<file path="src/strip_cluster_time_projection_defines.svh">
// Assertion macros shared by the strip cluster time projection block.
`ifndef STRIP_CLUSTER_TIME_PROJECTION_DEFINES_SVH
`define STRIP_CLUSTER_TIME_PROJECTION_DEFINES_SVH

// Same-cycle implication, checked on every rising clock edge outside reset.
`define SCTP_ASSERT_NOW(lbl, ante, cons, msg) \
  lbl: assert property (@(posedge clk) disable iff (!rst_n) (ante) |-> (cons)) \
    else $error(msg);

// Next-cycle implication, checked on every rising clock edge outside reset.
`define SCTP_ASSERT_NEXT(lbl, ante, cons, msg) \
  lbl: assert property (@(posedge clk) disable iff (!rst_n) (ante) |=> (cons)) \
    else $error(msg);

`endif

</file>
<file path="src/sctp_pkg.sv">
// Shared constants and widths for the strip cluster time projection block.
package sctp_pkg;

  localparam int MAX_CLUSTER_STRIPS = 64;

  localparam int CH_W    = 13;
  localparam int POS_W   = 22;
  localparam int DRIFT_W = 13;
  localparam int CHG_W   = 16;
  localparam int TAN_W   = 16;
  localparam int HOLE_W  = 4;
  localparam int HGAP_W  = 13;
  localparam int OCHG_W  = 22;
  localparam int OSIZE_W = 7;

  localparam int OCHG_MAX  = 2**OCHG_W - 1;
  localparam int OSIZE_MAX = 2**OSIZE_W - 1;
  localparam int POS_MAX   = 2**(POS_W-1) - 1;
  localparam int POS_MIN   = -(2**(POS_W-1));

  localparam int LOG_MAX = $clog2(MAX_CLUSTER_STRIPS);
  localparam int CNT_W   = $clog2(MAX_CLUSTER_STRIPS + 1);
  localparam int SQ_W    = CHG_W + LOG_MAX;
  localparam int SPQ_W   = POS_W + CHG_W + LOG_MAX;
  localparam int SDQ_W   = DRIFT_W + CHG_W + LOG_MAX;
  localparam int MEAN_W  = POS_W + 1;

  localparam int DIV_W     = SPQ_W;
  localparam int DIV_CNT_W = $clog2(DIV_W);
  localparam logic [DIV_CNT_W-1:0] DIV_LAST = DIV_CNT_W'(DIV_W - 1);

  localparam int CPROD_W   = TAN_W + DRIFT_W + 2;
  localparam int CORR_W    = CPROD_W - 16 + 2;
  localparam int CRND_HALF = 32768;

  localparam int CFG_W     = 13;
  localparam int CFG_IDX_W = 1;
  localparam logic [CFG_IDX_W-1:0] REG_MAX_HOLE = 1'd0;
  localparam logic [CFG_IDX_W-1:0] REG_HALF_GAP = 1'd1;

  localparam logic [HOLE_W-1:0] MAX_HOLE_RST = 4'd1;
  localparam logic [HGAP_W-1:0] HALF_GAP_RST = 13'd2580;

  localparam int LCNT_W = 2;
  localparam logic [LCNT_W-1:0] LCNT_TWO = 2'd2;

endpackage

</file>
<file path="src/strip_cluster_time_projection.sv">
// Top level of the strip clustering block with drift-time position correction.
// Strips of one layer arrive one item at a time in channel order; the block takes
// no new item (in_stall high) until the current one is fully handled. For each
// emitted cluster the serial divider forms the charge-weighted mean position and
// mean drift one quotient bit per cycle (skipped when the cluster charge is zero),
// and the result is held while out_stall is high. At most two results follow one
// strip; last_of_run marks the final one.
`include "strip_cluster_time_projection_defines.svh"

module strip_cluster_time_projection (
  input  logic                                clk,
  input  logic                                rst_n,
  input  logic                                cfg_wr_en,
  input  logic [sctp_pkg::CFG_IDX_W-1:0]      cfg_index,
  input  logic [sctp_pkg::CFG_W-1:0]          cfg_wdata,
  input  logic                                in_valid,
  output logic                                in_stall,
  input  logic [sctp_pkg::CH_W-1:0]           in_strip_channel,
  input  logic signed [sctp_pkg::POS_W-1:0]   in_strip_pos,
  input  logic [sctp_pkg::DRIFT_W-1:0]        in_drift_dist,
  input  logic [sctp_pkg::CHG_W-1:0]          in_strip_charge,
  input  logic signed [sctp_pkg::TAN_W-1:0]   in_tan_theta,
  input  logic                                in_even_gap,
  input  logic                                in_layer_end,
  output logic                                out_valid,
  input  logic                                out_stall,
  output logic signed [sctp_pkg::POS_W-1:0]   out_cluster_position,
  output logic [sctp_pkg::OCHG_W-1:0]         out_cluster_charge,
  output logic [sctp_pkg::OSIZE_W-1:0]        out_cluster_size,
  output logic [sctp_pkg::CH_W-1:0]           out_first_channel,
  output logic                                out_last_of_run
);
  import sctp_pkg::*;

  typedef enum logic [10:0] {
    S_IDLE = 11'b00000000001,
    S_MUL  = 11'b00000000010,
    S_ACC  = 11'b00000000100,
    S_DSET = 11'b00000001000,
    S_DPOS = 11'b00000010000,
    S_DDRF = 11'b00000100000,
    S_CMUL = 11'b00001000000,
    S_CRND = 11'b00010000000,
    S_SAT  = 11'b00100000000,
    S_OUT  = 11'b01000000000,
    S_CLR  = 11'b10000000000
  } state_t;

  state_t state_r, state_nxt;

  // configuration
  logic [HOLE_W-1:0] max_hole_r;
  logic [HGAP_W-1:0] half_gap_r;

  // layer and cluster state
  logic signed [SPQ_W-1:0] sum_pos_r;
  logic [SDQ_W-1:0]        sum_drift_r;
  logic [SQ_W-1:0]         sum_charge_r;
  logic [CH_W-1:0]         prev_channel_r;
  logic [CH_W-1:0]         first_channel_r;
  logic [CNT_W-1:0]        open_size_r;
  logic [LCNT_W-1:0]       lcnt_r;
  logic signed [TAN_W-1:0] tan_h_r;
  logic                    even_h_r;

  // sequencer flags
  logic phase_r;
  logic end_r;
  logic end_emit_r;

  // latched item
  logic [CH_W-1:0]         ch_r;
  logic signed [POS_W-1:0] pos_r;
  logic [DRIFT_W-1:0]      drift_r;
  logic [CHG_W-1:0]        q_r;
  logic signed [TAN_W-1:0] tan_r;
  logic                    even_r;

  // datapath
  logic signed [POS_W+CHG_W:0]     pprod_r;
  logic [DRIFT_W+CHG_W-1:0]        dprod_r;
  logic                            neg_r;
  logic signed [MEAN_W-1:0]        mean_pos_r;
  logic [DRIFT_W-1:0]              mean_drift_r;
  logic signed [CPROD_W-1:0]       cprod_r;
  logic signed [CORR_W-1:0]        corr_r;

  // result register
  logic signed [POS_W-1:0] opos_r;
  logic [OCHG_W-1:0]       ochg_r;
  logic [OSIZE_W-1:0]      osize_r;
  logic [CH_W-1:0]         ofirst_r;
  logic                    olast_r;

  logic in_accept;
  logic out_accept;

  logic signed [CH_W:0] chan_diff;
  logic signed [CH_W:0] hole_lim;
  logic                 full;
  logic                 close_now;
  logic [LCNT_W-1:0]    lcnt_after;
  logic                 end_emit_now;

  logic                 spq_neg;
  logic [SPQ_W-1:0]     spq_mag;
  logic [SQ_W-1:0]      half_q;
  logic                 div_start;
  logic [DIV_W-1:0]     div_dividend;
  logic                 div_done;
  logic [DIV_W-1:0]     div_quo;
  logic [MEAN_W-1:0]    quo_mean;

  logic signed [DRIFT_W+1:0] drift_off;
  logic                      cneg;
  logic [CPROD_W-1:0]        cmag;
  logic [CPROD_W:0]          cmag_rnd;
  logic [CORR_W-2:0]         crnd;

  logic signed [MEAN_W:0]        psum;
  logic [SQ_W+OCHG_W-1:0]        chg_ext;
  logic [CNT_W+OSIZE_W-1:0]      size_ext;

  assign in_stall   = (state_r != S_IDLE);
  assign in_accept  = in_valid && !in_stall;
  assign out_valid  = (state_r == S_OUT);
  assign out_accept = out_valid && !out_stall;

  // join decision against the open cluster
  always_comb begin
    chan_diff    = $signed({1'b0, in_strip_channel}) - $signed({1'b0, prev_channel_r});
    hole_lim     = $signed({{(CH_W+1-HOLE_W){1'b0}}, max_hole_r}) + $signed((CH_W+1)'(1));
    full         = open_size_r >= CNT_W'(MAX_CLUSTER_STRIPS);
    close_now    = (open_size_r != '0) && ((chan_diff > hole_lim) || full);
    lcnt_after   = (lcnt_r == LCNT_TWO) ? LCNT_TWO : lcnt_r + 1'b1;
    end_emit_now = in_layer_end && (lcnt_after == LCNT_TWO);
  end

  // divider operands
  always_comb begin
    spq_neg  = sum_pos_r[SPQ_W-1];
    spq_mag  = spq_neg ? SPQ_W'(-sum_pos_r) : SPQ_W'(sum_pos_r);
    half_q   = sum_charge_r >> 1;
    quo_mean = div_quo[MEAN_W-1:0];
    if (state_r == S_DSET) begin
      div_dividend = DIV_W'(spq_mag) + DIV_W'(half_q);
    end else begin
      div_dividend = DIV_W'(sum_drift_r) + DIV_W'(half_q);
    end
    div_start = ((state_r == S_DSET) && (sum_charge_r != '0)) ||
                ((state_r == S_DPOS) && div_done);
  end

  sctp_div u_div (
    .clk      (clk),
    .rst_n    (rst_n),
    .start    (div_start),
    .dividend (div_dividend),
    .divisor  (sum_charge_r),
    .done     (div_done),
    .quotient (div_quo)
  );

  // drift correction and saturation
  always_comb begin
    drift_off = $signed({2'b00, mean_drift_r}) - $signed({2'b00, half_gap_r});
    cneg      = cprod_r[CPROD_W-1];
    cmag      = cneg ? CPROD_W'(-cprod_r) : CPROD_W'(cprod_r);
    cmag_rnd  = {1'b0, cmag} + (CPROD_W+1)'(CRND_HALF);
    crnd      = cmag_rnd[CPROD_W:16];
    psum      = (MEAN_W+1)'(mean_pos_r) + (MEAN_W+1)'(corr_r);
    chg_ext   = (SQ_W+OCHG_W)'(sum_charge_r);
    size_ext  = (CNT_W+OSIZE_W)'(open_size_r);
  end

  always_comb begin
    state_nxt = state_r;
    case (state_r)
      S_IDLE: begin
        if (in_accept) begin
          state_nxt = close_now ? S_DSET : S_MUL;
        end
      end
      S_MUL:  state_nxt = S_ACC;
      S_ACC: begin
        if (!end_r) begin
          state_nxt = S_IDLE;
        end else if (end_emit_r) begin
          state_nxt = S_DSET;
        end else begin
          state_nxt = S_CLR;
        end
      end
      S_DSET: state_nxt = (sum_charge_r == '0) ? S_CMUL : S_DPOS;
      S_DPOS: begin
        if (div_done) begin
          state_nxt = S_DDRF;
        end
      end
      S_DDRF: begin
        if (div_done) begin
          state_nxt = S_CMUL;
        end
      end
      S_CMUL: state_nxt = S_CRND;
      S_CRND: state_nxt = S_SAT;
      S_SAT:  state_nxt = S_OUT;
      S_OUT: begin
        if (out_accept) begin
          state_nxt = phase_r ? S_CLR : S_MUL;
        end
      end
      S_CLR:  state_nxt = S_IDLE;
      default: state_nxt = S_IDLE;
    endcase
  end

  // control state
  always_ff @(posedge clk) begin
    if (!rst_n) begin
      state_r         <= S_IDLE;
      max_hole_r      <= MAX_HOLE_RST;
      half_gap_r      <= HALF_GAP_RST;
      sum_pos_r       <= '0;
      sum_drift_r     <= '0;
      sum_charge_r    <= '0;
      prev_channel_r  <= '0;
      first_channel_r <= '0;
      open_size_r     <= '0;
      lcnt_r          <= '0;
      tan_h_r         <= '0;
      even_h_r        <= 1'b0;
      phase_r         <= 1'b0;
      end_r           <= 1'b0;
      end_emit_r      <= 1'b0;
    end else begin
      state_r <= state_nxt;
      if (cfg_wr_en) begin
        case (cfg_index)
          REG_MAX_HOLE: max_hole_r <= cfg_wdata[HOLE_W-1:0];
          REG_HALF_GAP: half_gap_r <= cfg_wdata[HGAP_W-1:0];
          default: ;
        endcase
      end
      case (state_r)
        S_IDLE: begin
          if (in_accept) begin
            prev_channel_r <= in_strip_channel;
            lcnt_r         <= lcnt_after;
            end_r          <= in_layer_end;
            end_emit_r     <= end_emit_now;
            phase_r        <= 1'b0;
          end
        end
        S_MUL: begin
          if (open_size_r == '0) begin
            first_channel_r <= ch_r;
            tan_h_r         <= tan_r;
            even_h_r        <= even_r;
          end
        end
        S_ACC: begin
          sum_pos_r    <= sum_pos_r + SPQ_W'(pprod_r);
          sum_drift_r  <= sum_drift_r + SDQ_W'(dprod_r);
          sum_charge_r <= sum_charge_r + SQ_W'(q_r);
          open_size_r  <= open_size_r + 1'b1;
          phase_r      <= 1'b1;
        end
        S_OUT: begin
          if (out_accept && !phase_r) begin
            sum_pos_r       <= '0;
            sum_drift_r     <= '0;
            sum_charge_r    <= '0;
            open_size_r     <= '0;
            first_channel_r <= '0;
            tan_h_r         <= '0;
            even_h_r        <= 1'b0;
          end
        end
        S_CLR: begin
          sum_pos_r       <= '0;
          sum_drift_r     <= '0;
          sum_charge_r    <= '0;
          open_size_r     <= '0;
          first_channel_r <= '0;
          tan_h_r         <= '0;
          even_h_r        <= 1'b0;
          prev_channel_r  <= '0;
          lcnt_r          <= '0;
        end
        default: ;
      endcase
    end
  end

  // datapath registers
  always_ff @(posedge clk) begin
    if (in_accept) begin
      ch_r    <= in_strip_channel;
      pos_r   <= in_strip_pos;
      drift_r <= in_drift_dist;
      q_r     <= in_strip_charge;
      tan_r   <= in_tan_theta;
      even_r  <= in_even_gap;
    end
    if (state_r == S_MUL) begin
      pprod_r <= pos_r * $signed({1'b0, q_r});
      dprod_r <= drift_r * q_r;
    end
    if (state_r == S_DSET) begin
      neg_r        <= spq_neg;
      mean_pos_r   <= '0;
      mean_drift_r <= '0;
    end
    if ((state_r == S_DPOS) && div_done) begin
      mean_pos_r <= neg_r ? -$signed(quo_mean) : $signed(quo_mean);
    end
    if ((state_r == S_DDRF) && div_done) begin
      mean_drift_r <= div_quo[DRIFT_W-1:0];
    end
    if (state_r == S_CMUL) begin
      cprod_r <= tan_h_r * drift_off;
    end
    if (state_r == S_CRND) begin
      corr_r <= (cneg ^ even_h_r) ? -$signed({1'b0, crnd}) : $signed({1'b0, crnd});
    end
    if (state_r == S_SAT) begin
      if (psum > (MEAN_W+1)'(POS_MAX)) begin
        opos_r <= POS_W'(POS_MAX);
      end else if (psum < (MEAN_W+1)'(POS_MIN)) begin
        opos_r <= POS_W'(POS_MIN);
      end else begin
        opos_r <= psum[POS_W-1:0];
      end
      ochg_r   <= (chg_ext > (SQ_W+OCHG_W)'(OCHG_MAX)) ? OCHG_W'(OCHG_MAX)
                                                       : chg_ext[OCHG_W-1:0];
      osize_r  <= (size_ext > (CNT_W+OSIZE_W)'(OSIZE_MAX)) ? OSIZE_W'(OSIZE_MAX)
                                                           : size_ext[OSIZE_W-1:0];
      ofirst_r <= first_channel_r;
      olast_r  <= phase_r || !end_emit_r;
    end
  end

  assign out_cluster_position = opos_r;
  assign out_cluster_charge   = ochg_r;
  assign out_cluster_size     = osize_r;
  assign out_first_channel    = ofirst_r;
  assign out_last_of_run      = olast_r;

  `SCTP_ASSERT_NOW(a_no_take_while_result, !in_stall, !out_valid, "item taken while a result waits")
  `SCTP_ASSERT_NEXT(a_close_clears, out_accept && !phase_r, open_size_r == '0, "closed cluster not cleared")
  `SCTP_ASSERT_NOW(a_div_done_waited, div_done, (state_r == S_DPOS) || (state_r == S_DDRF), "divider result unclaimed")

endmodule

</file>
<file path="src/sctp_div.sv">
// Serial restoring divider: one quotient bit per cycle, shared by both cluster means.
module sctp_div (
  input  logic                       clk,
  input  logic                       rst_n,
  input  logic                       start,
  input  logic [sctp_pkg::DIV_W-1:0] dividend,
  input  logic [sctp_pkg::SQ_W-1:0]  divisor,
  output logic                       done,
  output logic [sctp_pkg::DIV_W-1:0] quotient
);
  import sctp_pkg::*;

  logic                 run_r;
  logic                 done_r;
  logic [DIV_CNT_W-1:0] cnt_r;
  logic [SQ_W-1:0]      rem_r;
  logic [SQ_W-1:0]      rem_nxt;
  logic [DIV_W-1:0]     quo_r;
  logic [SQ_W:0]        trial;
  logic                 ge;

  always_comb begin
    trial   = {rem_r, quo_r[DIV_W-1]};
    ge      = trial >= {1'b0, divisor};
    rem_nxt = ge ? SQ_W'(trial - {1'b0, divisor}) : trial[SQ_W-1:0];
  end

  always_ff @(posedge clk) begin
    if (!rst_n) begin
      run_r  <= 1'b0;
      done_r <= 1'b0;
      cnt_r  <= '0;
    end else begin
      done_r <= 1'b0;
      if (start) begin
        run_r <= 1'b1;
        cnt_r <= '0;
      end else if (run_r) begin
        cnt_r <= cnt_r + 1'b1;
        if (cnt_r == DIV_LAST) begin
          run_r  <= 1'b0;
          done_r <= 1'b1;
        end
      end
    end
  end

  always_ff @(posedge clk) begin
    if (start) begin
      rem_r <= '0;
      quo_r <= dividend;
    end else if (run_r) begin
      rem_r <= rem_nxt;
      quo_r <= {quo_r[DIV_W-2:0], ge};
    end
  end

  assign done     = done_r;
  assign quotient = quo_r;

endmodule

</file>
<file path="config.mk">
export PLATFORM = sky130hd
export DESIGN_NAME = strip_cluster_time_projection
export DESIGN_NICKNAME = d
export VERILOG_FILES = /design/src/sctp_pkg.sv /design/src/strip_cluster_time_projection.sv /design/src/sctp_div.sv
export VERILOG_INCLUDE_DIRS = /design/src /design/src/src
export SDC_FILE = /design/constraint.sdc
export NUM_CORES = 2
export LEC_CHECK = 0
export ABC_AREA = 0
export BUFFER_PORTS_ARGS = -buffer_cell sky130_fd_sc_hd__buf_2
export CORE_UTILIZATION = 29
export DETAILED_ROUTE_END_ITERATION = 8
export GPL_TIMING_DRIVEN = 0
export HOLD_SLACK_MARGIN = 0.05
export PLACE_DENSITY_LB_ADDON = 0.3
export SLEW_MARGIN = 40
export SYNTH_ARGS = -nofsm -noshare
export SYNTH_HDL_FRONTEND = slang
export SYNTH_SLANG_ARGS = --single-unit
</file>
<file path="constraint.sdc">
create_clock -name clk -period 11.6 [get_ports clk]
set_clock_uncertainty 0.2 [all_clocks]
set_input_delay 2.32 -clock clk [delete_from_list [all_inputs] [get_ports clk]]
set_output_delay 2.32 -clock clk [all_outputs]
set_load 0.01 [all_outputs]
</file>
== Word-level counts from Yosys, hierarchy flattened ==
Cells that the tools add are included.

* Bits in registers: 557
* Word-level logic and storage cells: 179
* Output and inout bits: 67

* Equality and inequality tests: 21
* $mul: 3
* Add/subtract/negate cells: 18
* Multiplexer cells: 51
* Reductions and logical operators: 36
* Bitwise gates (word level): 4
* $lt $le $gt $ge: 7

{| class="wikitable"
|+ Operators with widths
! cell !! number
|-
| two-way mux 44 bit || 5
|-
| case mux 44 bit (3 select lines) || 1
|-
| case mux 11 bit (10 select lines) || 1
|-
| case mux 35 bit (3 select lines) || 1
|-
| two-way mux 11 bit || 7
|-
| two-way mux 23 bit || 3
|-
| two-way mux 22 bit || 3
|-
| case mux 22 bit (3 select lines) || 1
|-
| two-way mux 13 bit || 5
|-
| two-way mux 16 bit || 3
|-
| case mux 16 bit (3 select lines) || 1
|-
| adder 44 x 21 -> 44 bit || 1
|-
| adder 44 x 39 -> 44 bit || 1
|-
| negation 44 bit || 1
|-
| multiplier 22 x 17 -> 39 bit || 1
|-
| case mux 13 bit (3 select lines) || 1
|-
| adder 35 x 21 -> 36 bit || 1
|-
| adder 35 x 29 -> 35 bit || 1
|-
| two-way mux 35 bit || 1
|-
| adder 31 x 16 -> 32 bit, second input constant || 1
|-
| two-way mux 31 bit || 1
|-
| negation 31 bit || 1
|-
| multiplier 16 x 14 -> 30 bit || 1
|-
| multiplier 13 x 16 -> 29 bit || 1
|-
| other kinds (58) || 96
|}

== Longest topological paths before layout ==
* Word-level depth: 7
* Depth in mapped cells: 40

== Cells and area by module ==
A second synthesis with hierarchy kept.

* Cells, all modules: 6517
* Area total of the unflattened synthesis: 60787.0 um^2

{| class="wikitable"
|+ By module, submodules not included
! module !! times used !! cells each !! area each (um^2)
|-
| strip_cluster_time_projection || 1 || 6105 || 56384.1
|-
| sctp_div || 1 || 412 || 4403.0
|}

== Worst setup path after synthesis ==
Ideal clock, no wire load.

* Kind: reg2reg
* Start: register mean_drift_r[0]
* End: register cprod_r[29] (data pin)
* Slack: 2489 ps
* Path buffers: 1
* Required time: 11140 ps
* Arrival: 8652 ps
* Stages on the path, launching flop included: 39
* Library setup time: 260 ps
* Clock period less this slack: 9111 ps
* Cell sequence: edfxtp_1 inv_1 ha_1 inv_1 fa_1 a21o_1 a21oi_1 o21ai_0 a21oi_1 nand2b_1 a21boi_0 o21a_1 o21ai_0 a21oi_1 xor2_1 clkbuf_1 nand2_1 fa_1 (+3 left out) fa_1 fa_1 inv_1 fa_1 inv_1 ha_1 a21o_1 a21o_1 a221oi_1 o21ai_0 o41a_1 or2_1 nand4_1 o21ai_0 o41ai_1 o2111ai_1 a21oi_1 xnor2_1

* Longest elaborated chain between the ends: 2

{| class="wikitable"
|+ RTL lines
! element !! line !! RTL
|-
| start: declaration || strip_cluster_time_projection.sv:84 || <nowiki>logic [DRIFT_W-1:0] mean_drift_r;</nowiki>
|-
| start signal: assignment || strip_cluster_time_projection.sv:319 || <nowiki>mean_drift_r <= div_quo[DRIFT_W-1:0];</nowiki>
|-
| subtractor 13 x 13 -> 14 bit || strip_cluster_time_projection.sv:166 || <nowiki>drift_off = $signed({2'b00, mean_drift_r}) - $signed({2'b00, half_gap_r});</nowiki>
|-
| multiplier 16 x 14 -> 30 bit || strip_cluster_time_projection.sv:322 || <nowiki>cprod_r <= tan_h_r * drift_off;</nowiki>
|-
| end signal: assignment || strip_cluster_time_projection.sv:322 ||
|-
| end: declaration || strip_cluster_time_projection.sv:85 || <nowiki>logic signed [CPROD_W-1:0] cprod_r;</nowiki>
|}

Every way passes these cells.
A chain may end at the register's enable or synchronous reset.

== Worst setup path after layout ==
Ends and elaborated chain as after synthesis.

==> results_dict.tcl <==
set metrics [dict create \
    setup_viol 0 \
    worst_pin_slew_ns 0.9067 \
    synth.net_count 7669 \
    drt_wl_total_mm 180.1 \
    period_share_pct 93.59 \
    numClockSinks 556 \
    area_growth_pct 11.84 \
    core-area_um2 203100 \
    end_kind "flop" \
    hpwl_mm 148.6 \
    path_max_fanout 10 \
    vias 45720 \
    htree_levels 3 \
    finalSetupTns_ns 0 \
    hold_viol_final 0 \
    fin_nets 7938 \
    cts_buffer_depth 3 \
    grt.overflow.total 0 \
    maxCapViolCount 0 \
    synth-async-reset-ratio_pct 0 \
    layoutNonFillerInstCount 9380 \
    cts_buffers 68 \
    dieHeight_um 455.1 \
    rows 165 \
    slew_headroom_pct 39.55 \
    dieArea_um2 207200 \
    synth-compound-area-share_pct 11.53 \
    wire_per_inst_um 19.21 \
    start_kind "flop" \
    grt_start_max_net_pins 25 \
    synth_cell_types 92 \
    grt_util_all_layers_pct 17.47 \
    finalMaxSlewViolations 0 \
    yosysWarnings 0 \
    slowest_stage "xor2_1" \
    dr.first_iter.drc_count 2958 \
    ys_ff_latch 556 \
    clkSlewWorstSetupHoldPaths_ns 0.06 \
    status "complete, no violations" \
    dr.pass1.iters 6 \
    place_inst 9250 \
    tritoncts "built" \
    ios 168 \
    viasPerCell 4.874 \
    synth_mux_area_share_pct 0.2185 \
    postCtsHoldBufs 0 \
    grt_pass1_vias 46700 \
    slowest_delay_ns 0.61 \
    worst-setup-path-type "flop to flop" \
    rsz0062_at_grt "false" \
    layout-drive-gt1-share_pct 5.952 \
    synth_top_family_by_area "adder cells" \
    netlist_area_um2 59550 \
    synthCells 6380 \
    synth-main-ff-cell "edfxtp_1" \
    yosys.area_share.adder_pct 34.18 \
    hold_path.class "flop to flop" \
    antenna_left 0 \
    clk_latency_ns 0.70 \
    path_common_cell "fa_1" \
    port_buffers 166 \
    ys_seq_area_share_pct 24.44 \
    synth-simple-area-share_pct 16.29 \
    antenna_found_initial 7 \
    gp_congestion 0.9311 \
    post-route-util_pct 32.78 \
    avgSynthCellArea_um2 9.333 \
    grt_pass1_wl_mm 277.1 \
    cp.required_ns 11.84 \
    max_freq_ghz 0.09211 \
    die_width_um 455.1 \
    layout_min_cycle_time_ns 10.86 \
    start_util_pct 29.31 \
    post_cts_buffers 0 \
    synth-xor-area-share_pct 5.864 \
    arrival_ns 11.10 \
    cts-root-buf "clkbuf_16" \
    drc_errors 0 \
    synth_edf_count 342 \
]
==> critical path, delay by kind of cell, from the launching register on <==
kind | cells | cell delay (ns)
AO/OA/AOI/OAI | 17 | 4.00
AND/OR/NAND/NOR | 4 | 0.63
XOR/XNOR | 2 | 0.69
adder cells (fa/ha/maj) | 9 | 3.87
buffers and inverters | 6 | 0.81
flip-flops | 1 | 0.39
==> metal layers <==
layer | up-vias | GRT usage, % | wire length (um)
met5 | - | 0 | 0
met4 | 0 | 5.595 | 6163
met3 | 253 | 2.484 | 8996
met2 | 1148 | 30.59 | 87790
met1 | 22790 | 22.00 | 77190
li1 | 21530 | - | -
==> cell type report <==
| cell class | count | area (um2) |
|---|---|---|
| inverter | 926 | 3478 |
| sequential | 556 | 14550 |
| multi-input combinational | 4643 | 40660 |
| clock inverter | 45 | 558.0 |
| antenna | 4 | 10.01 |
| fill | 21100 | 136600 |
| timing repair buffer | 199 | 1234 |
| tap | 2672 | 3343 |
| buffer | 255 | 993.5 |
| clock buffer | 80 | 1767 |
==> path summary, 6_finish.rpt <==
| path | startpoint | endpoint | slack [ns] | depth (start not counted) |
|---|---|---|---|---|
| hold reg to reg | first_channel_r[12] | out_first_channel[12] | 0.23 | 0 |
| setup reg to reg | mean_drift_r[0] | cprod_r[29] | 0.74 | 38 |
| setup / recovery | mean_drift_r[0] | cprod_r[29] | 0.74 | 38 |
| hold / removal | first_channel_r[12] | out_first_channel[12] | 0.23 | 0 |
==> flip-flops by register name, indices dropped and copies added, names as in the netlist, 17 cells and up <==
| signal | cells |
|---|---|
| out_cluster_charge | 22 |
| u_div.quotient | 44 |
| sum_drift_r | 35 |
| out_cluster_position | 22 |
| dprod_r | 29 |
| pprod_r | 39 |
| corr_r | 17 |
| sum_charge_r | 22 |
| sum_pos_r | 44 |
| cprod_r | 30 |
| pos_r | 22 |
| u_div.rem_r | 22 |
| mean_pos_r | 23 |
==> timing repair <==
item                                    4_1_cts  5_1_grt
endpoints found under the setup margin        0        2
endpoints found under the hold margin         0        0
gates resized for setup                       0        1
==> placed cells by master, fill, tap and decap left out, types with 103 or more instances in the layout <==
master and count:
buf_2 183, nand2_1 776, a21oi_1 292, xnor2_1 234
inv_1 922, and2_1 333, ha_1 457, o21ai_0 206
dfxtp_1 214, edfxtp_1 342, clkbuf_1 236, nor2_1 266
a21o_1 103, xor2_1 156, nor2b_1 117, fa_1 731
nand3_1 120
==> cells in the mapped netlist, types with 23 or more instances <==
cell type | number | share of area, %
a21o_1 | 103 | 1.3
nor2b_1 | 117 | 1.2
or3_1 | 41 | 0.43
fa_1 | 731 | 25
o31ai_1 | 35 | 0.44
xor2_1 | 158 | 2.3
edfxtp_1 | 342 | 17
o21bai_1 | 27 | 0.34
a31oi_1 | 23 | 0.24
nor4_1 | 30 | 0.32
a21boi_0 | 67 | 0.84
a21oi_1 | 292 | 2.5
dfxtp_1 | 214 | 7.2
o22ai_1 | 23 | 0.24
nor3_1 | 72 | 0.61
o21ai_1 | 32 | 0.27
o21a_1 | 39 | 0.49
nand2b_1 | 60 | 0.63
and2_1 | 333 | 3.5
a22oi_1 | 59 | 0.74
nor2_1 | 273 | 1.7
ha_1 | 457 | 9.6
inv_1 | 924 | 5.8
nand3_1 | 120 | 1.0
a211oi_1 | 28 | 0.35
nand2_1 | 777 | 4.9
o21ai_0 | 206 | 1.7
and3_1 | 31 | 0.33
nand4_1 | 43 | 0.45
clkbuf_1 | 238 | 1.5
xnor2_1 | 237 | 3.5
==> cell families after synthesis <==
kind of cell / count (synthesis)
multiplexers: 13
AO/OA/AOI/OAI: 1066
adder cells (fa/ha/maj): 1188
AND/OR/NAND/NOR: 1979
flip-flops: 556
buffers and inverters: 1181
XOR/XNOR: 397
==> metrics by stage <==
step	area (um2)	hold WS (ns)	setup WS, ns
floorplan	59550	0.2081	2.489
global route	66590	0.2388	0.03493
detailed placement	64220	0.2146	0.5372
finish	66600	0.2298	0.7439
CTS	66540	0.2289	0.4717
global placement	63720	0.2150	0.3346
Power is not shown: default switching activity piles up to over one toggle a cycle in this logic, so the estimate is an artifact.
